`src/rtl/core/bmp_row_pixel_unpacker_core_macros.svh`:
```
// ----------------------------------------------------------------------------
// bmp_row_pixel_unpacker_core_macros.svh
// Assertion macros shared by the bitmap row unpacker RTL.
// ----------------------------------------------------------------------------
`ifndef BMP_ROW_PIXEL_UNPACKER_CORE_MACROS_SVH
`define BMP_ROW_PIXEL_UNPACKER_CORE_MACROS_SVH

// generic concurrent assertion with explicit clock and active-low reset
`define BMP_ASSERT(lbl, clk, rstn, prop, msg) \
    lbl: assert property (@(posedge clk) disable iff (!rstn) prop) \
        else $error(msg);

// assertion on the block clock and reset
`define BMP_ASSERT_CLK(lbl, prop, msg) `BMP_ASSERT(lbl, aclk, aresetn, prop, msg)

`endif

```
`src/rtl/core/bmp_pkg.sv`:
```
// ----------------------------------------------------------------------------
// bmp_pkg
// Types, codes and helper functions of the bitmap row pixel unpacker.
// ----------------------------------------------------------------------------
`default_nettype none

package bmp_pkg;

    // pixel format codes
    localparam logic [2:0] FMT_1  = 3'd0;
    localparam logic [2:0] FMT_4  = 3'd1;
    localparam logic [2:0] FMT_8  = 3'd2;
    localparam logic [2:0] FMT_16 = 3'd3;
    localparam logic [2:0] FMT_24 = 3'd4;
    localparam logic [2:0] FMT_32 = 3'd5;

    // configuration register indexes
    localparam logic [2:0] REG_PIXEL_FORMAT   = 3'd0;
    localparam logic [2:0] REG_BITFIELDS_MODE = 3'd1;
    localparam logic [2:0] REG_ROW_WIDTH      = 3'd2;
    localparam logic [2:0] REG_RED_MASK       = 3'd3;
    localparam logic [2:0] REG_GREEN_MASK     = 3'd4;
    localparam logic [2:0] REG_BLUE_MASK      = 3'd5;
    localparam logic [2:0] REG_ALPHA_MASK     = 3'd6;

    localparam int Q_DEPTH = 4;

    typedef enum logic [2:0] {
        JOB_PAL_WR,
        JOB_IDX1,
        JOB_IDX4,
        JOB_IDX8,
        JOB_W555,
        JOB_WRGB,
        JOB_WBF
    } job_kind_t;

    // one queued job: palette write, paletted byte, or assembled pixel word
    typedef struct packed {
        job_kind_t   kind;
        logic [3:0]  npix;
        logic        row_end;
        logic [31:0] data;
    } job_t;

    typedef struct packed {
        logic [2:0]  pixel_format;
        logic        bitfields_mode;
        logic [12:0] row_width;
    } stream_cfg_t;

    typedef struct packed {
        logic [4:0] lo;
        logic [7:0] fmask;
    } chan_sel_t;

    typedef struct packed {
        chan_sel_t red;
        chan_sel_t green;
        chan_sel_t blue;
        chan_sel_t alpha;
        logic      alpha_en;
    } field_cfg_t;

    // lowest set bit and 8-bit span mask of a channel mask
    function automatic chan_sel_t mask_sel(input logic [31:0] m);
        chan_sel_t  s;
        logic [5:0] lo;
        logic [5:0] hi;
        logic [5:0] span;
        lo = 6'd0;
        hi = 6'd0;
        for (int i = 31; i >= 0; i--) begin
            if (m[i]) lo = 6'(i);
        end
        for (int i = 0; i < 32; i++) begin
            if (m[i]) hi = 6'(i + 1);
        end
        span = hi - lo;
        s.lo = lo[4:0];
        if (span >= 6'd8) s.fmask = 8'hff;
        else              s.fmask = (8'd1 << span[2:0]) - 8'd1;
        return s;
    endfunction

endpackage

`default_nettype wire

```
`src/rtl/core/bmp_front.sv`:
```
// ----------------------------------------------------------------------------
// bmp_front
// Accepts row bytes and palette writes, tracks row position and pixel
// assembly, and queues one job per byte that yields work.
// ----------------------------------------------------------------------------
`default_nettype none

module bmp_front
    import bmp_pkg::*;
#(
    parameter int MAX_ROW_WIDTH = 4096
) (
    input  wire logic        aclk,
    input  wire logic        aresetn,
    input  wire logic        accept,
    input  wire logic        func,
    input  wire logic [7:0]  data_byte,
    input  wire logic [7:0]  palette_index,
    input  wire logic [7:0]  palette_red,
    input  wire logic [7:0]  palette_green,
    input  wire logic [7:0]  palette_blue,
    input  stream_cfg_t      cfg,
    output logic             push,
    output job_t             push_job
);

    localparam int WW  = $clog2(MAX_ROW_WIDTH + 1);
    localparam int BCW = WW + 3;

    logic [WW-1:0]  width;
    logic [WW+5:0]  row_bits;
    logic [WW+5:0]  row_bytes_raw;
    logic           paletted;
    logic [3:0]     per;
    logic [2:0]     need;
    job_kind_t      idx_kind;

    logic [BCW-1:0] row_bytes;
    logic [BCW-1:0] byte_cnt_reg, byte_cnt_next;
    logic [WW-1:0]  pix_cnt_reg, pix_cnt_next;
    logic [23:0]    asm_reg, asm_next;
    logic [1:0]     bip_reg, bip_next;

    logic [WW-1:0]  remain;
    logic [BCW:0]   byte_inc;
    logic [31:0]    word;

    always_comb begin
        if (cfg.row_width == 13'd0)
            width = WW'(1);
        else if (32'(cfg.row_width) > 32'(MAX_ROW_WIDTH))
            width = WW'(MAX_ROW_WIDTH);
        else
            width = WW'(cfg.row_width);
    end

    always_comb begin
        paletted = 1'b0;
        per      = 4'd1;
        need     = 3'd1;
        idx_kind = JOB_IDX8;
        row_bits = (WW+6)'(width) << 3;
        unique case (cfg.pixel_format)
            FMT_1: begin
                paletted = 1'b1;
                per      = 4'd8;
                idx_kind = JOB_IDX1;
                row_bits = (WW+6)'(width);
            end
            FMT_4: begin
                paletted = 1'b1;
                per      = 4'd2;
                idx_kind = JOB_IDX4;
                row_bits = (WW+6)'(width) << 2;
            end
            FMT_16: begin
                need     = 3'd2;
                row_bits = (WW+6)'(width) << 4;
            end
            FMT_24: begin
                need     = 3'd3;
                row_bits = ((WW+6)'(width) << 4) + ((WW+6)'(width) << 3);
            end
            FMT_32: begin
                need     = 3'd4;
                row_bits = (WW+6)'(width) << 5;
            end
            default: begin
                paletted = 1'b1;
                per      = 4'd1;
            end
        endcase
        row_bytes_raw = (((row_bits + (WW+6)'(7)) >> 3) + (WW+6)'(3)) >> 2;
    end

    assign row_bytes = BCW'(row_bytes_raw << 2);

    always_comb begin
        push          = 1'b0;
        push_job      = '0;
        byte_cnt_next = byte_cnt_reg;
        pix_cnt_next  = pix_cnt_reg;
        asm_next      = asm_reg;
        bip_next      = bip_reg;
        remain        = width - pix_cnt_reg;
        byte_inc      = (BCW+1)'(byte_cnt_reg) + (BCW+1)'(1);
        word          = ({8'd0, asm_reg} | (32'(data_byte) << {need - 3'd1, 3'd0}));
        if (need == 3'd2)      word = word & 32'h0000ffff;
        else if (need == 3'd3) word = word & 32'h00ffffff;

        if (accept) begin
            if (func) begin
                push          = 1'b1;
                push_job.kind = JOB_PAL_WR;
                push_job.npix = 4'd1;
                push_job.data = {palette_index, palette_red, palette_green, palette_blue};
            end else begin
                if (pix_cnt_reg < width) begin
                    if (paletted) begin
                        push             = 1'b1;
                        push_job.kind    = idx_kind;
                        push_job.data    = {24'd0, data_byte};
                        push_job.row_end = (remain <= WW'(per));
                        push_job.npix    = (remain < WW'(per)) ? remain[3:0] : per;
                        pix_cnt_next     = pix_cnt_reg + WW'(push_job.npix);
                    end else if (({1'b0, bip_reg} + 3'd1) < need) begin
                        asm_next = asm_reg | 24'(32'(data_byte) << {bip_reg, 3'd0});
                        bip_next = bip_reg + 2'd1;
                    end else begin
                        push             = 1'b1;
                        push_job.npix    = 4'd1;
                        push_job.data    = word;
                        push_job.row_end = (remain == WW'(1));
                        if (cfg.bitfields_mode && (need == 3'd2 || need == 3'd4))
                            push_job.kind = JOB_WBF;
                        else if (need == 3'd2)
                            push_job.kind = JOB_W555;
                        else
                            push_job.kind = JOB_WRGB;
                        asm_next     = '0;
                        bip_next     = '0;
                        pix_cnt_next = pix_cnt_reg + WW'(1);
                    end
                end
                byte_cnt_next = byte_inc[BCW-1:0];
                // close the row once the padded byte count is reached
                if (byte_inc >= (BCW+1)'(row_bytes)) begin
                    byte_cnt_next = '0;
                    pix_cnt_next  = '0;
                    asm_next      = '0;
                    bip_next      = '0;
                end
            end
        end
    end

    always_ff @(posedge aclk) begin
        if (!aresetn) begin
            byte_cnt_reg  <= '0;
            pix_cnt_reg   <= '0;
            asm_reg       <= '0;
            bip_reg       <= '0;
        end else begin
            byte_cnt_reg  <= byte_cnt_next;
            pix_cnt_reg   <= pix_cnt_next;
            asm_reg       <= asm_next;
            bip_reg       <= bip_next;
        end
    end

endmodule

`default_nettype wire

```
`config.mk`:
```
export PLATFORM = sky130hd
export DESIGN_NAME = bmp_front
export DESIGN_NICKNAME = d
export VERILOG_FILES = /design/src/rtl/core/bmp_row_pixel_unpacker_core_macros.svh /design/src/rtl/core/bmp_pkg.sv /design/src/rtl/core/bmp_front.sv
export SDC_FILE = /design/constraint.sdc
export NUM_CORES = 1
export LEC_CHECK = 0
export BUFFER_PORTS_ARGS = -buffer_cell sky130_fd_sc_hd__buf_2
export CAP_MARGIN = 20
export CORE_MARGIN = 1
export CORE_UTILIZATION = 50
export DETAILED_ROUTE_END_ITERATION = 10
export PLACE_DENSITY = 0.77
export SLEW_MARGIN = 25
export SYNTH_ARGS = -nofsm -noshare
export SYNTH_HDL_FRONTEND = slang
export SYNTH_SLANG_ARGS = --single-unit
```
`constraint.sdc`:
```
create_clock -name aclk -period 9.1 [get_ports aclk]
set_input_delay 1.82 -clock aclk [delete_from_list [all_inputs] [get_ports aclk]]
set_output_delay 1.82 -clock aclk [all_outputs]
set_load 0.01 [all_outputs]
```
==> impl_metrics.yaml <==
floorplan:
  start_util_pct: 51.74
  die_w_um: 113.9
  die_area_sq_um: 12980
  die_y_um: 113.9
  num_rows: 40
  ios: 102
  coreArea_sq_um: 12110
finish:
  insertedDiodeCount: 0
  layout-drive-gt1-share_pct: 16.30
  area_growth_pct: 11.66
  utilization_pct: 57.77
  fin_nets: 1029
  largest_reg_flops: 24
global_route:
  grtUsageTotal_pct: 27.72
  grt_pass1_wl_um: 29350
  grt_antenna_before_repair: 0
  grt_start_max_net_pins: 40
  grt_pass1_vias: 5993
  grt-ovfl-total: 0
pwr:
  cellPowerDensity_nw_per_um2: 106.5
  leakage_nw: 2.999
  switching_share_pct: 35.93
  switchingPower_w: 0.0002677
  clkPwrFrac_pct: 31.1
  intPower_w: 0.0004775
  comb_power_share_pct: 35.2
  peakVddDrop_mv: 0.1027
  p_seq_share_pct: 33.7
sta:
  fin_crit_ns: 7.653
  tightest_slew_ns: 0.8525
  setup_viol: 0
  final-max-slew-violation-count: 0
  hold_viol: 0
  rsz0062_at_grt: "no"
  max-slew-margin-rel_pct: 42.73
  tns_ns: 0
  skew_ns: 0.01007
  max_clock_freq_mhz: 130.7
  fin_crit_sh_pct: 84.09
  setup_slack_ns: 1.447
clock_tree:
  clk_pin_slew_ns: 0.08
  cts_buffer_depth: 2
  post-cts-setup-buffers: 0
  cts_resized: 0
  cts_buffers: 5
  clkLatencyLatePin_ns: 0.30
  cts-root-buf: "clkbuf_16"
  cts_tree: "yes"
  postCtsHoldBufs: 0
  cts.sinks: 55
  htree_num_levels: 2
min_path:
  hp-class: "reg -> reg"
  whs_path_depth: 2
route:
  dr.first_iter.drc_count: 663
  wirelength_um: 18620
  drcViolationCount: 0
  routed_via_density: 6.221
  detail-route-antenna-nets: 0
  wl_per_cell_um: 17.21
  vias: 6731
  drtPass1Iterations: 5
critical_path:
  max_stage_delay_ns: 0.50
  crit_slowest_cell: "nor4_4"
  cp_cell_sequence: "buf_2 -> nor4_1 -> a31oi_1 -> nor2_1 -> ha_1 -> inv_1 -> fa_1 -> nand2b_1 -> o21ai_0 -> a21oi_1 -> a211oi_4 -> nand4b_4 -> nor4b_4 -> nand3_1 -> xor2_1 -> ha_1 -> and4_1 -> a221o_1 -> a211oi_2 -> a31oi_2 -> a21o_1 -> nor4_4 -> a22o_1"
  worst-path-buf-inv: 2
  arrival_ns: 7.89
  cpMostUsedCell: "ha_1"
  crit_cells: 23
  cp.required_ns: 9.34
  start_kind: "primary input"
  endpoint_kind: "register"
  setup.worst_path.class: "in -> reg"
  cp_top_family: "compound AO/OA/AOI/OAI gates"
  critical_path_peak_fanout: 16
  r2r_cells: 14
synth:
  synth_edf_count: 0
  yosys.area.top_type: "dfxtp_1"
  synth.most_common_cell: "nand2_1"
  ys_types: 87
  yosysWarnings: 0
  avgSynthCellArea_sq_um: 7.486
  syn_nets: 953
  syn-instance-count: 837
  synth_top_area_share_pct: 17.57
  synthArstFlopShare_pct: 0
  synth_flop_cell: "dfxtp_1"
  synth-seq-cells: 55
  seq_area_frac_synth_pct: 17.57
  yosys-top-cells-area: "dfxtp_1, ha_1, a21oi_1"
  syn-cell-area_sq_um: 6266
  ys_top_cells_by_count: "nand2_1, a21oi_1, nor2_1"
run_status:
  status: "completed"
flow_run:
  maxCapViolCount: 0
place:
  place_congestion: 0.9426
  pre_cts_slack_ns: 1.283
  io_buffers: 101
  hpwl_um: 14080
## layout by cell type (no fill, tap or decap), drive strengths merged, types with 6 or more instances in the layout
| cell | count |
|---|---|
| buf | 107 |
| nand2 | 79 |
| a21oi | 76 |
| o21ai | 65 |
| nor2 | 63 |
| dfxtp | 55 |
| ha | 52 |
| inv | 46 |
| nand3 | 31 |
| a22o | 30 |
| xnor2 | 28 |
| nor3 | 23 |
| nor2b | 21 |
| nand2b | 17 |
| a21o | 15 |
| a31oi | 14 |
| a211oi | 14 |
| a22oi | 12 |
| xor2 | 12 |
| mux2i | 10 |
| nor4 | 10 |
| and3 | 9 |
| nand4 | 9 |
| o21a | 8 |
| o211ai | 7 |
| o2111ai | 7 |
| or3 | 6 |
| or2 | 6 |
## power groups by stage
stage                     clock (W)  sequential [W]  combinational [W]
after floorplan                   0        0.000255           0.000183
final                      0.000232        0.000251           0.000262
after CTS                  0.000234        0.000251           0.000256
after detailed placement          0        0.000257           0.000253
after global placement            0        0.000257           0.000249
after global routing       0.000240        0.000252           0.000287
## worst paths after layout
path                                      start  slack [ns]     endpoint
worst min register to register      asm_reg[14]        0.47  asm_reg[14]
worst max-delay path                     cfg[7]        1.45  asm_reg[16]
worst min-delay path                asm_reg[14]        0.47  asm_reg[14]
worst max register to register  byte_cnt_reg[0]        4.31  asm_reg[16]
## tightest hold or removal path, stage by stage, from the launching register on
cell and delay (ns):
dfxtp_1 0.33, a31oi_1 0.04, nor2_1 0.07
## per-stage QoR
| stage | power [W] | area, sq um | std cells | hold WS, ns |
|---|---|---|---|---|
| after CTS | 0.0007407 | 6988 | 1081 | 0.4780 |
| after floorplan | 0.0004381 | 6266 | 837 | 0.4376 |
| final | 0.0007452 | 6997 | 1082 | 0.4747 |
| after global placement | 0.0005060 | 6813 | 1073 | 0.4536 |
| after detailed placement | 0.0005094 | 6813 | 1073 | 0.4591 |
| after global routing | 0.0007791 | 6997 | 1082 | 0.4942 |
## layout make-up
class	count	area, sq um
Multi-Input combinational cell	700	4795
Timing Repair Buffer	107	550.5
Tap cell	168	210.2
Clock inverter	3	50.05
Inverter	44	165.2
Clock buffer	5	125.1
Sequential cell	55	1101
Fill cell	1178	5115
## kinds of logic after synthesis
group / Yosys count / share of synthesized area (%)
AOI/OAI and AO/OA: 292 / 31.31
and+or+nand+nor: 298 / 25.70
buffers and inverters: 82 / 5.930
DFF: 55 / 17.57
xor gates and xnor gates: 40 / 5.591
muxes: 14 / 2.496
adders and majority gates: 55 / 11.34
other: 1 / 0.05985
## routing by layer
| metal | track usage (%) | part of all wire (%) | vias up |
|---|---|---|---|
| li1 | - | - | 3265 |
| met1 | 39.60 | 45 | 3139 |
| met2 | 43.92 | 46 | 290 |
| met3 | 2.657 | 7.0 | 37 |
| met4 | 8.485 | 2.1 | 0 |
| met5 | 0 | 0 | - |
Note: power is estimated with default switching activity, not from simulation.
