==> config.mk <==
export PLATFORM = sky130hd
export DESIGN_NAME = bmp_queue
export DESIGN_NICKNAME = d
export VERILOG_FILES = /design/src/rtl/core/bmp_pkg.sv /design/src/rtl/core/bmp_queue.sv
export VERILOG_INCLUDE_DIRS = /design/src /design/src/rtl/core
export SDC_FILE = /design/constraint.sdc
export NUM_CORES = 1
export LEC_CHECK = 0
export CAP_MARGIN = 20
export CORE_ASPECT_RATIO = 1.75
export CORE_MARGIN = 2
export CORE_UTILIZATION = 66
export CTS_CLUSTER_DIAMETER = 30
export DETAILED_ROUTE_END_ITERATION = 8
export DONT_BUFFER_PORTS = 1
export MAX_ROUTING_LAYER = met4
export PLACE_DENSITY = 0.83
export REMOVE_ABC_BUFFERS = 1
export SETUP_SLACK_MARGIN = 0.1
export SYNTH_ARGS = -nofsm -noshare
export SYNTH_HDL_FRONTEND = slang
export SYNTH_SLANG_ARGS = --single-unit
==> constraint.sdc <==
create_clock -name aclk -period 3.2 [get_ports aclk]
set_input_delay 0.64 -clock aclk [delete_from_list [all_inputs] [get_ports aclk]]
set_output_delay 0.64 -clock aclk [all_outputs]
set_load 0.01 [all_outputs]
==> src/rtl/core/bmp_row_pixel_unpacker_core_macros.svh <==
// ----------------------------------------------------------------------------
// bmp_row_pixel_unpacker_core_macros.svh
// Assertion macros shared by the bitmap row unpacker RTL.
// ----------------------------------------------------------------------------
`ifndef BMP_ROW_PIXEL_UNPACKER_CORE_MACROS_SVH
`define BMP_ROW_PIXEL_UNPACKER_CORE_MACROS_SVH

// generic concurrent assertion with explicit clock and active-low reset
`define BMP_ASSERT(lbl, clk, rstn, prop, msg) \
    lbl: assert property (@(posedge clk) disable iff (!rstn) prop) \
        else $error(msg);

// assertion on the block clock and reset
`define BMP_ASSERT_CLK(lbl, prop, msg) `BMP_ASSERT(lbl, aclk, aresetn, prop, msg)

`endif

==> src/rtl/core/bmp_pkg.sv <==
// ----------------------------------------------------------------------------
// bmp_pkg
// Types, codes and helper functions of the bitmap row pixel unpacker.
// ----------------------------------------------------------------------------
`default_nettype none

package bmp_pkg;

    // pixel format codes
    localparam logic [2:0] FMT_1  = 3'd0;
    localparam logic [2:0] FMT_4  = 3'd1;
    localparam logic [2:0] FMT_8  = 3'd2;
    localparam logic [2:0] FMT_16 = 3'd3;
    localparam logic [2:0] FMT_24 = 3'd4;
    localparam logic [2:0] FMT_32 = 3'd5;

    // configuration register indexes
    localparam logic [2:0] REG_PIXEL_FORMAT   = 3'd0;
    localparam logic [2:0] REG_BITFIELDS_MODE = 3'd1;
    localparam logic [2:0] REG_ROW_WIDTH      = 3'd2;
    localparam logic [2:0] REG_RED_MASK       = 3'd3;
    localparam logic [2:0] REG_GREEN_MASK     = 3'd4;
    localparam logic [2:0] REG_BLUE_MASK      = 3'd5;
    localparam logic [2:0] REG_ALPHA_MASK     = 3'd6;

    localparam int Q_DEPTH = 4;

    typedef enum logic [2:0] {
        JOB_PAL_WR,
        JOB_IDX1,
        JOB_IDX4,
        JOB_IDX8,
        JOB_W555,
        JOB_WRGB,
        JOB_WBF
    } job_kind_t;

    // one queued job: palette write, paletted byte, or assembled pixel word
    typedef struct packed {
        job_kind_t   kind;
        logic [3:0]  npix;
        logic        row_end;
        logic [31:0] data;
    } job_t;

    typedef struct packed {
        logic [2:0]  pixel_format;
        logic        bitfields_mode;
        logic [12:0] row_width;
    } stream_cfg_t;

    typedef struct packed {
        logic [4:0] lo;
        logic [7:0] fmask;
    } chan_sel_t;

    typedef struct packed {
        chan_sel_t red;
        chan_sel_t green;
        chan_sel_t blue;
        chan_sel_t alpha;
        logic      alpha_en;
    } field_cfg_t;

    // lowest set bit and 8-bit span mask of a channel mask
    function automatic chan_sel_t mask_sel(input logic [31:0] m);
        chan_sel_t  s;
        logic [5:0] lo;
        logic [5:0] hi;
        logic [5:0] span;
        lo = 6'd0;
        hi = 6'd0;
        for (int i = 31; i >= 0; i--) begin
            if (m[i]) lo = 6'(i);
        end
        for (int i = 0; i < 32; i++) begin
            if (m[i]) hi = 6'(i + 1);
        end
        span = hi - lo;
        s.lo = lo[4:0];
        if (span >= 6'd8) s.fmask = 8'hff;
        else              s.fmask = (8'd1 << span[2:0]) - 8'd1;
        return s;
    endfunction

endpackage

`default_nettype wire

==> src/rtl/core/bmp_queue.sv <==
// ----------------------------------------------------------------------------
// bmp_queue
// Short job queue between the byte front end and the pixel back end.
// ----------------------------------------------------------------------------
`default_nettype none
`include "bmp_row_pixel_unpacker_core_macros.svh"

module bmp_queue
    import bmp_pkg::*;
(
    input  wire logic aclk,
    input  wire logic aresetn,
    input  wire logic push,
    input  job_t      push_job,
    output logic      full,
    input  wire logic pop,
    output logic      head_valid,
    output job_t      head_job
);

    localparam int PW = $clog2(Q_DEPTH);
    localparam int CW = $clog2(Q_DEPTH + 1);

    job_t          entry_reg [Q_DEPTH];
    logic [PW-1:0] wr_ptr_reg, wr_ptr_next;
    logic [PW-1:0] rd_ptr_reg, rd_ptr_next;
    logic [CW-1:0] count_reg, count_next;

    always_comb begin
        wr_ptr_next = wr_ptr_reg;
        rd_ptr_next = rd_ptr_reg;
        count_next  = count_reg;
        if (push) wr_ptr_next = wr_ptr_reg + PW'(1);
        if (pop)  rd_ptr_next = rd_ptr_reg + PW'(1);
        if (push && !pop)      count_next = count_reg + CW'(1);
        else if (pop && !push) count_next = count_reg - CW'(1);
    end

    always_ff @(posedge aclk) begin
        if (!aresetn) begin
            wr_ptr_reg <= '0;
            rd_ptr_reg <= '0;
            count_reg  <= '0;
        end else begin
            wr_ptr_reg <= wr_ptr_next;
            rd_ptr_reg <= rd_ptr_next;
            count_reg  <= count_next;
        end
    end

    always_ff @(posedge aclk) begin
        if (push) entry_reg[wr_ptr_reg] <= push_job;
    end

    assign full       = (count_reg == CW'(Q_DEPTH));
    assign head_valid = (count_reg != '0);
    assign head_job   = entry_reg[rd_ptr_reg];

    `BMP_ASSERT_CLK(a_q_no_overflow, push |-> (count_reg < CW'(Q_DEPTH)), "queue overflow")
    `BMP_ASSERT_CLK(a_q_no_underflow, pop |-> (count_reg != '0), "queue underflow")
    `BMP_ASSERT_CLK(a_q_count_up, (push && !pop) |=> (count_reg == $past(count_reg) + CW'(1)), "queue count slip")

endmodule

`default_nettype wire

==> results by group, run 1 <==
Timing
  – Hold Fails Final Rpt: 0
  – Worst Skew: 5.45 ps
  – Slew Limit Fails: 0
  – Hold WS: 312 ps
  – Setup-failing EPs final: 0
  – Tmin final: approximately 2600 ps
  – Period utilization: 81.3%
  – Final setup TNS: 0 ps
  – Unrepaired setup endpoints after global routing: false
  – Worst-Margin Slew: 781 ps
  – Slew margin rel.: between 40% and 50%
  – Fmax: 384 MHz

Place
  – Placed Cells incl. Taps: 373
  – HPWL after DPL: between 6 and 7 mm
  – GPL Wtd Cong: around 0.69
  – Port bufs: 0

GRT
  – Antenna violations before repair: 0
  – First-pass GRT wire length: 15.9 mm
  – Vias in the first global route: roughly 2.8k
  – Remaining Overflow, GRT: 0
  – GRT Total Usage: 22.8%
  – Largest net degree at the start of global routing: ~40

Floorplanning
  – Total Die Area: 10,300 µm²
  – Num rows: 47
  – Ports: 86
  – Initial core utilization: 67.0%
  – Die height: 133 µm
  – Core outline area: 9350 µm²
  – Chip Width: 77.6 µm

Status
  – Outcome: complete, no violations

Clock tree
  – Later-pin clock latency in the skew report: 420 ps
  – Longest Clk Path Bufs: 2
  – Root Buffer: clkbuf_16
  – Post-CTS Hold Buffers: 0
  – CTS tree: built
  – Number of setup buffers added after CTS: 0
  – Number of CTS-inserted buffers: 17
  – Clock Sinks: ~170
  – Clock slew at reported path FFs: 60 ps
  – H-tree depth: 4
  – Post-cts resize count: 0

Logic synthesis
  – Main synth FF type: edfxtp_1
  – Number of synthesized flops with an enable pin: 160
  – Synth area leader: edfxtp_1
  – Sequential area share after synthesis: about four fifths
  – Synth warnings: 0
  – Synth top area share: 76.7%
  – Most common cell in the netlist: edfxtp_1
  – Mapped Cells: 252
  – Synth unique cells: 19
  – Commonest cells in the netlist: 160 x edfxtp_1, 40 x mux4_2, 9 x and2_1, 9 x dfxtp_1, 5 x ha_1
  – Register bit total from synthesis: 169
  – Syn Std Cell Area: 6260 µm²
  – Mapped Avg Cell Area: 24.9 µm²
  – Top cells by area, synth: edfxtp_1 77%, mux4_2 14%, dfxtp_1 2.9%
  – Async S/R FF share, synth: 0%

Detailed routing
  – Drt wl/cell: 25.6 µm
  – Via count: 2,485
  – First drt pass iteration count: 4
  – Post-route ant nets: 0
  – Vias/cell: 6.14
  – Routed wire length: 10.4 mm
  – Residual DRC: 0
  – Initial DRC Count: 219

Final layout
  – Ant diodes: 0
  – Filler instances: roughly 500
  – Non-Filler Instances: between 400 and 500
  – Max FFs per register: 160
  – # nets final: 320
  – Share of cells above drive strength 1: between 30% and 40%
  – P&R area growth vs syn: 10.6%
  – Util after Layout: 74.1%

Pwr
  – Sw Pwr: roughly 0.0010 W
  – Net Sw Frac: roughly 22%
  – Power consumption: 0.00481 W
  – Internal Power: between 0.003 and 0.004 W
  – Max IR drop VDD: 0.621 mV
  – Seq pwr share: approximately 54%
  – Leakage: 2.20 nW
  – Pwr/cell area: 693 nW/µm²
  – Comb pwr share: between 6 and 7%
  – Clk pwr share: between 30% and 40%

Job
  – Max cap viols: 0

Worst setup path
  – Worst setup SP type: flip-flop
  – CP max stage delay: 870 ps
  – CP required: 2560 ps
  – Critical path type: flip-flop to primary output
  – Critical-path top delay cell: dfxtp_4
  – CP delay by family, top: flip-flops
  – RR Startpoint: wr_ptr_reg[0]
  – WP data arrival: 1960 ps
  – Worst Path Max Fanout: 40
  – CP Capture Type: primary output
  – Crit-path cells: mux4_2
  – Buf/Inv on CP: 0

Hold path
  – Hold/Removal Path Class: input pin to flip-flop
  – Min-delay src: push_job[26]
==> metal layers <==
metal / share of wire [%] / up-vias / GRT usage (%)
met5: 0 / - / -
met4: 2.0 / 0 / 9.92
met3: 6.2 / 17 / 8.32
met2: 56 / 80 / 37.0
met1: 35 / 1301 / 25.1
li1: - / 1087 / -
==> cell type report <==
class | count | area, µm² | share of cell area [%]
Tap cell | 122 | 153 | 2.20
Inverter | 4 | 15.0 | 0.217
Timing Repair Buffer | 8 | 60.1 | 0.867
Clock buffer | 17 | 425 | 6.14
Clock inverter | 15 | 129 | 1.86
Multi-Input combinational cell | 70 | 1160 | 16.7
Sequential cell | 169 | 4990 | 72.0
==> final timing paths <==
kind	to	slack (ps)	depth (start not counted)
max reg2reg	entry_reg[1][15]	1310	3
max	head_job[0]	600	1
min	entry_reg[1][26]	310	0
min reg2reg	count_reg[2]	520	2
==> layout by cell type, fill, tap and decap left out <==
| master | synthesis | routed |
|---|---|---|
| xnor2_1 | 2 | 2 |
| mux2i_1 | 2 | 2 |
| clkinv_2 | 0 | 5 |
| a21boi_0 | 1 | 1 |
| inv_6 | 0 | 2 |
| dfxtp_1 | 9 | 7 |
| nand2_1 | 1 | 1 |
| and2_1 | 9 | 5 |
| xor2_1 | 3 | 3 |
| clkbuf_16 | 0 | 17 |
| fa_1 | 1 | 1 |
| dfxtp_2 | 0 | 1 |
| ha_1 | 5 | 5 |
| edfxtp_1 | 160 | 160 |
| dfxtp_4 | 0 | 1 |
| inv_1 | 4 | 4 |
| buf_4 | 0 | 8 |
| or3_1 | 2 | 2 |
| clkinv_4 | 0 | 3 |
| nor2b_1 | 2 | 2 |
| clkinvlp_4 | 0 | 4 |
| o21ai_0 | 1 | 1 |
| nor3b_1 | 1 | 1 |
| mux4_2 | 40 | 40 |
| bufinv_16 | 0 | 1 |
| and2_2 | 0 | 4 |
==> cell families after synthesis <==
| group | share of synthesized area (%) |
|---|---|
| buf+inv | 2.02 |
| fa+ha+maj | 1.32 |
| xor+xnor | 0.699 |
| simple gates | 1.48 |
| mux | 14.7 |
| flops | 79.6 |
| compound gates | 0.200 |
==> power groups by stage <==
stage / registers, W / logic (W) / clock network [W]
floorplan: 0.00264 / 0.000254 / 0
global placement: 0.00265 / 0.000317 / 0
detailed placement: 0.00266 / 0.000325 / 0
CTS: 0.00261 / 0.000329 / 0.00190
global route: 0.00262 / 0.000344 / 0.00198
finish: 0.00261 / 0.000320 / 0.00188
==> worst reg2reg max path: cells and delay by family (launching register included) <==
| family | cells | cell delay, ps |
|---|---|---|
| DFF | 1 | 410 |
| and+or+nand+nor | 1 | 640 |
| adders and majority gates | 1 | 160 |
| buffers and inverters | 1 | 370 |
==> per-stage QoR <==
step	instance area, µm²	worst slack, ps
after floorplan	6150	107
after global placement	6370	968
after detailed placement	6370	980
after CTS	6930	518
after global routing	6930	439
final	6930	598
Note: power is estimated with default switching activity, not from simulation.
==> run 2: changes to the inputs <==
--- a/config.mk
+++ b/config.mk
@@ -9,12 +9,12 @@
 export CAP_MARGIN = 20
 export CORE_ASPECT_RATIO = 1.75
 export CORE_MARGIN = 2
-export CORE_UTILIZATION = 66
+export CORE_UTILIZATION = 62
 export CTS_CLUSTER_DIAMETER = 30
 export DETAILED_ROUTE_END_ITERATION = 8
 export DONT_BUFFER_PORTS = 1
 export MAX_ROUTING_LAYER = met4
-export PLACE_DENSITY = 0.83
+export PLACE_DENSITY = 0.79
 export REMOVE_ABC_BUFFERS = 1
 export SETUP_SLACK_MARGIN = 0.1
 export SYNTH_ARGS = -nofsm -noshare
==> constraint.sdc (replaced) <==
create_clock -name aclk -period 2.5 [get_ports aclk]
set_input_delay 0.5 -clock aclk [delete_from_list [all_inputs] [get_ports aclk]]
set_output_delay 0.5 -clock aclk [all_outputs]
set_load 0.01 [all_outputs]
==> results by group, run 2 (same netlist as run 1, synthesis figures left out) <==
Status
  – Outcome: complete, no violations (unchanged)

Worst setup path
  – CP required: 2000 ps (was 2560 ps)
  – Worst R2R End: count_reg[2] (was entry_reg[1][15])
  – Critical path type: flip-flop to primary output (unchanged)
  – RR Startpoint: count_reg[0] (was wr_ptr_reg[0])
  – Worst setup SP type: flip-flop (unchanged)
  – Crit path to: head_job[29] (was head_job[0])
  – R2r worst-path depth: 4 (was 3)
  – Reg2Reg Setup Slack: 910 ps (was 1310 ps)
  – CP Capture Type: primary output (unchanged)
  – Worst Path Max Fanout: 10 (was 40)
  – WP data arrival: 1620 ps (was 1960 ps)

GRT
  – Remaining Overflow, GRT: 0 (unchanged)
  – First-pass GRT wire length: 16.0 mm (was 15.9 mm)
  – Antenna violations before repair: 0 (unchanged)
  – M1 GR Usage: 25.1% (about the same)
  – Met3 usage: 7.19% (was 8.32%)
  – Largest net degree at the start of global routing: 38 (was 41)
  – GR peak layer: met2 (unchanged)
  – Vias in the first global route: 2,730 (was 2,782)
  – Met2 usage: 36.5% (was 37.0%)
  – GRT Total Usage: 22.2% (was 22.8%)

Timing
  – Fmax: 473 MHz
  – Slew Limit Fails: 0 (unchanged)
  – Worst-Margin Slew: 365 ps (was 781 ps)
  – Hold Fails Final Rpt: 0 (unchanged)
  – Setup-failing EPs final: 0 (unchanged)
  – Slew margin rel.: 75.6% (was 47.9%)
  – Worst Skew: 11.8 ps (was 5.45 ps)
  – Setup slack after layout: 384 ps (was 598 ps)
  – Hold WS: 169 ps (was 312 ps)
  – Period utilization: 84.6%
  – Unrepaired setup endpoints after global routing: false (unchanged)
  – Tmin final: 2120 ps

Clock tree
  – H-tree depth: 4 (unchanged)
  – Root Buffer: clkbuf_16 (unchanged)
  – Post-CTS Hold Buffers: 0 (unchanged)
  – Later-pin clock latency in the skew report: 420 ps (about the same)
  – Clock slew at reported path FFs: 70 ps (was 60 ps)
  – Clock Sinks: 169 (unchanged)
  – Number of CTS-inserted buffers: 17 (unchanged)
  – Longest Clk Path Bufs: 2 (unchanged)
  – CTS tree: built (unchanged)

Final layout
  – Max FFs per register: 160 (unchanged)
  – Ant diodes: 0 (unchanged)
  – P&R area growth vs syn: 13.5% (was 10.6%)
  – Most frequent cells in the layout: 160 x edfxtp_1, 40 x mux4_2, 17 x clkbuf_16 (unchanged)
  – Most common cell after layout, fill and taps aside: edfxtp_1 (unchanged)
  – # nets final: 325 (was 320)
  – Share of cells above drive strength 1: 31.6% (was 30.4%)
  – Finished Cell Area: 7110 µm² (was 6930 µm²)
  – Non-Filler Instances: 413 (was 405)

Detailed routing
  – Routed wire length: 10.8 mm (was 10.4 mm)
  – Post-route ant nets: 0 (unchanged)
  – Via count: 2,553 (was 2,485)
  – Initial DRC Count: 285 (was 219)
  – Drt wl/cell: 26.2 µm (was 25.6 µm)
  – First drt pass iteration count: 4 (unchanged)
  – Vias/cell: 6.18 (was 6.14)
  – Residual DRC: 0 (unchanged)

Hold path
  – Hold/Removal Path Class: input pin to flip-flop (unchanged)
  – Hold depth: 0 (unchanged)
  – Min-delay src: push_job[31] (was push_job[26])

Floorplanning
  – Chip Width: 80.0 µm (was 77.6 µm)
  – Num rows: 48 (was 47)
  – Die height: 137 µm (was 133 µm)
  – Initial core utilization: 63.6% (was 67.0%)
  – Total Die Area: 11,000 µm² (was 10,300 µm²)
  – Core outline area: 9850 µm² (was 9350 µm²)
  – Ports: 86 (unchanged)

Place
  – HPWL after DPL: 6.48 mm (was 6.52 mm)
  – Placed Cells incl. Taps: 379 (was 373)
  – GPL Wtd Cong: 0.716 (was 0.694)
  – Cell Area, Placed: 6450 µm² (was 6370 µm²)
  – Pre-CTS WS: 543 ps (was 980 ps)
  – Port bufs: 0 (unchanged)

Pwr
  – Pwr/cell area: 924 nW/µm² (was 693 nW/µm²)
  – Leakage: 2.29 nW (was 2.20 nW)
  – Max IR drop VDD: 0.739 mV (was 0.621 mV)

Job
  – Max cap viols: 0 (unchanged)
## run 2: changes by cell type in the layout (fill, tap and decap cells not counted), sizes merged
cell      previous run  this run
clkbuf              17        19
clkinv               8         5
buf                  8        13
clkinvlp             4         2
bufinv               1         4
## run 2: what timing repair did
item / CTS / global route
endpoints found under the hold margin: 0 / 0
setup endpoints to repair: 10 / 0
buffers inserted: 2 / 0
gates resized for setup: 0 / 0
## run 2: report_power, final
| part | leakage, nW | internal [W] | total [W] | switching (W) |
|---|---|---|---|---|
| combinational | 0.433 | 0.000216 | 0.000481 | 0.000265 |
| sequential | 1.54 | 0.00325 | 0.00330 | 0.0000487 |
| clock | 0.310 | 0.00174 | 0.00279 | 0.00106 |
| total | 2.29 | 0.00520 | 0.00657 | 0.00137 |
## run 2: through the flow
step / utilization [%] / power [W] / TNS (ps)
5_1_grt: 72.2 / 0.00675 / 0
2_1_floorplan: - / 0.00370 / -18130
3_5_place_dp: 65.5 / 0.00384 / 0
6_report: 72.2 / 0.00657 / 0
3_3_place_gp: 65.5 / 0.00382 / 0
4_1_cts: 72.2 / 0.00663 / 0
## run 2: metal layers
metal  wire length (µm)  up-vias  share of wire, %
met1               3900     1343                36
met5                  0        -                 0
li1                   -     1099                 -
met2               6010      103                56
met3                772        8               7.1
met4                124        0               1.1
## run 2: area by class of cell
class / instances / area [µm²]
sequential: 169 / 4990
fill: 575 / 2740
multi-input combinational: 70 / 1160
clock buffer: 19 / 453
clock inverter: 13 / 193
tap: 125 / 156
timing repair buffer: 13 / 148
inverter: 4 / 15.0
## run 2: worst max-delay path: stages (launching register included)
cell and delay (ps):
dfxtp_4 380, buf_4 240, mux4_2 580
## run 2: worst min-delay path by stage
stage	slack (ps)	end
after floorplan	470	count_reg[2]
after global placement	480	count_reg[2]
after detailed placement	540	count_reg[2]
after CTS	150	entry_reg[0][4]
after global routing	150	entry_reg[0][31]
final	170	entry_reg[0][31]
==> run 3: changes to the inputs <==
--- a/config.mk
+++ b/config.mk
@@ -6,6 +6,7 @@
 export SDC_FILE = /design/constraint.sdc
 export NUM_CORES = 1
 export LEC_CHECK = 0
+export ABC_AREA = 1
 export CAP_MARGIN = 20
 export CORE_ASPECT_RATIO = 1.75
 export CORE_MARGIN = 2
==> constraint.sdc (replaced) <==
create_clock -name aclk -period 2.11 [get_ports aclk]
set_input_delay 0.422 -clock aclk [delete_from_list [all_inputs] [get_ports aclk]]
set_output_delay 0.422 -clock aclk [all_outputs]
set_load 0.01 [all_outputs]
==> results by group, run 3 <==
Clock tree
  – Later-pin clock latency in the skew report: 410 ps (was 420 ps)
  – Clock slew at reported path FFs: 60 ps (was 70 ps)
  – Longest Clk Path Bufs: 2 (unchanged)
  – Number of CTS-inserted buffers: 17 (unchanged)
  – Number of setup buffers added after CTS: 0 (was 2)
  – Root Buffer: clkbuf_16 (unchanged)
  – H-tree depth: 4 (unchanged)
  – CTS tree: built (unchanged)
  – Clock Sinks: 169 (unchanged)

Final layout
  – # nets final: 502 (was 325)
  – Most common cell after layout, fill and taps aside: edfxtp_1 (unchanged)
  – Util after Layout: 71.8% (was 72.2%)
  – Ant diodes: 0 (unchanged)
  – P&R area growth vs syn: 13.2% (was 13.5%)
  – Most frequent cells in the layout: 160 x edfxtp_1, 86 x nor2_1, 46 x o21ai_0 (was 160 x edfxtp_1, 40 x mux4_2, 17 x clkbuf_16)
  – Max FFs per register: 160 (unchanged)
  – Share of cells above drive strength 1: 15.1% (was 31.6%)

Timing
  – Worst Skew: 8.72 ps (was 11.8 ps)
  – Final setup TNS: 0 ps (unchanged)
  – Setup-failing EPs final: 0 (unchanged)
  – Tmin final: 1940 ps
  – Slew Limit Fails: 0 (unchanged)
  – Fmax: 516 MHz
  – Setup slack after layout: 173 ps (was 384 ps)
  – Slew margin rel.: 69.6% (was 75.6%)
  – Period utilization: ~92%
  – Hold WS: 98.8 ps (was 169 ps)
  – Unrepaired setup endpoints after global routing: false (unchanged)
  – Worst-Margin Slew: 455 ps (was 365 ps)
  – Hold Fails Final Rpt: 0 (unchanged)

GRT
  – Largest net degree at the start of global routing: 81 (was 38)
  – Antenna violations before repair: 0 (unchanged)
  – First-pass GRT wire length: 19.2 mm (was 16.0 mm)
  – GRT Total Usage: 24.1% (was 22.2%)
  – Vias in the first global route: 3,736 (was 2,730)
  – Remaining Overflow, GRT: 0 (unchanged)

Logic synthesis
  – Mapped Avg Cell Area: 14.6 µm² (was 24.9 µm²)
  – Synth warnings: 0 (unchanged)
  – Sequential area share after synthesis: 76.7% (was 79.6%)
  – Most common cell in the netlist: edfxtp_1 (unchanged)
  – Synth unique cells: 21 (was 19)
  – Syn Std Cell Area: 6490 µm² (was 6260 µm²)
  – Register bit total from synthesis: 169 (unchanged)
  – Mapped Cells: 446 (was 252)
  – Main synth FF type: edfxtp_1 (unchanged)
  – Synth top area share: 74.0% (was 76.7%)
  – Synth area leader: edfxtp_1 (unchanged)
  – Async S/R FF share, synth: 0% (unchanged)
  – Top cells by area, synth: edfxtp_1 74%, nor2_1 5.0%, o22ai_1 3.9% (was edfxtp_1 77%, mux4_2 14%, dfxtp_1 2.9%)
  – Number of synthesized flops with an enable pin: 160 (unchanged)
  – Commonest cells in the netlist: 160 x edfxtp_1, 86 x nor2_1, 46 x o21ai_0 (was 160 x edfxtp_1, 40 x mux4_2, 9 x and2_1, 9 x dfxtp_1, 5 x ha_1)

Hold path
  – Min-delay src: push_job[7] (was push_job[31])
  – Hold/Removal Path Class: input pin to flip-flop (unchanged)
  – Hold Path End: entry_reg[3][7] (was entry_reg[0][31])
  – Hold depth: 0 (unchanged)

Floorplanning
  – Die height: 139 µm (was 137 µm)
  – Chip Width: 81.4 µm (was 80.0 µm)
  – Ports: 86 (unchanged)
  – Initial core utilization: 63.4% (was 63.6%)
  – Num rows: 49 (was 48)
  – Total Die Area: 11,300 µm² (was 11,000 µm²)
  – Core outline area: 10,200 µm² (was 9850 µm²)

Worst setup path
  – CP max stage delay: 390 ps (was 580 ps)
  – CP required: 1690 ps (was 2000 ps)
  – Worst R2R End: entry_reg[1][10] (was count_reg[2])
  – Worst Path Max Fanout: 80 (was 10)
  – Critical path type: flip-flop to primary output (unchanged)
  – RR Startpoint: wr_ptr_reg[1] (was count_reg[0])
  – WP data arrival: 1520 ps (was 1620 ps)
  – Crit-path cells: inv_12, nor2_1, o22ai_1 (was buf_4, mux4_2)
  – Critical-path top delay cell: dfxtp_4 (was mux4_2)
  – Worst setup SP type: flip-flop (unchanged)
  – Reg2Reg Setup Slack: 590 ps (was 910 ps)
  – CP Capture Type: primary output (unchanged)
  – R2r worst-path depth: 5 (was 4)

Detailed routing
  – First drt pass iteration count: 5 (was 4)
  – Via count: 3,652 (was 2,553)
  – Post-route ant nets: 0 (unchanged)
  – Vias/cell: 6.17 (was 6.18)
  – Drt wl/cell: 21.3 µm (was 26.2 µm)
  – Residual DRC: 0 (unchanged)
  – Initial DRC Count: 396 (was 285)
  – Routed wire length: 12.6 mm (was 10.8 mm)

Place
  – Pre-CTS WS: 391 ps (was 543 ps)
  – GPL Wtd Cong: 0.805 (was 0.716)
  – Port bufs: 0 (unchanged)
  – HPWL after DPL: 7.12 mm (was 6.48 mm)

Pwr
  – Max IR drop VDD: 0.755 mV (was 0.739 mV)
  – Leakage: 2.50 nW (was 2.29 nW)
  – Pwr/cell area: 1050 nW/µm² (was 924 nW/µm²)

Job
  – Max cap viols: 0 (unchanged)

Status
  – Outcome: complete, no violations (unchanged)
==> run 3: cell types whose count changed in the layout (fill, tap and decap cells not counted), moves of 20 or more <==
cell	before	now
nor2_1	0	86
o22ai_1	0	20
o21ai_0	1	46
o22ai_2	0	20
o21ai_1	0	38
mux4_2	40	0
==> run 3: area by class of cell <==
class	count	area (µm²)
flip-flops and latches	169	4990
multi-input cells	235	1290
inverters	17	76.3
well taps	127	159
fillers	608	2890
clock inverters	11	168
clock buffers	21	470
repair buffers	12	198
==> run 3: kinds of logic (layout without fill, tap and decap cells) <==
group,count (synthesis),count (layout),share of synthesized area [%]
compound gates,130,130,10.9
buf+inv,42,61,5.28
flops,169,169,76.7
simple gates,99,99,5.80
fa+ha+maj,6,6,1.27
==> run 3: worst max-delay path: cells and delay by family (launching register included) <==
| family | cells | cell delay, ps |
|---|---|---|
| AO/OA/AOI/OAI | 1 | 300 |
| buffers and inverters | 1 | 280 |
| flip-flops | 1 | 390 |
| AND/OR/NAND/NOR | 1 | 110 |
==> run 3: what timing repair did <==
action	CTS	global route
endpoints found under the setup margin	27	36
resized for setup	15	11
hold buffers	0	0
==> run 3: worst max path at each step <==
stage	slack (ps)	cells past startpoint	end
6_report	170	3	head_job[21]
5_1_grt	90	3	head_job[21]
4_1_cts	60	3	head_job[9]
3_5_place_dp	390	3	head_job[16]
3_3_place_gp	420	3	head_job[34]
2_1_floorplan	-460	3	head_job[0]
==> run 3: routing by layer <==
| layer | wire length [µm] | GRT usage (%) |
|---|---|---|
| met4 | 217 | 8.92 |
| met1 | 4650 | 27.0 |
| met2 | 6730 | 39.0 |
| met3 | 1040 | 8.95 |
| met5 | 0 | - |
==> run 3: power by group <==
part	leakage, nW	switching, W	internal, W
clock network	0.311	0.00116	0.00207
registers	1.54	0.0000472	0.00383
logic	0.642	0.000406	0.000177
==> run 3: metrics by stage <==
stage	power, W	instance area, µm²	cells
3_5_place_dp	0.00448	6570	560
5_1_grt	0.00793	7350	592
2_1_floorplan	0.00430	6230	421
3_3_place_gp	0.00446	6570	560
4_1_cts	0.00772	7290	592
6_report	0.00770	7350	592
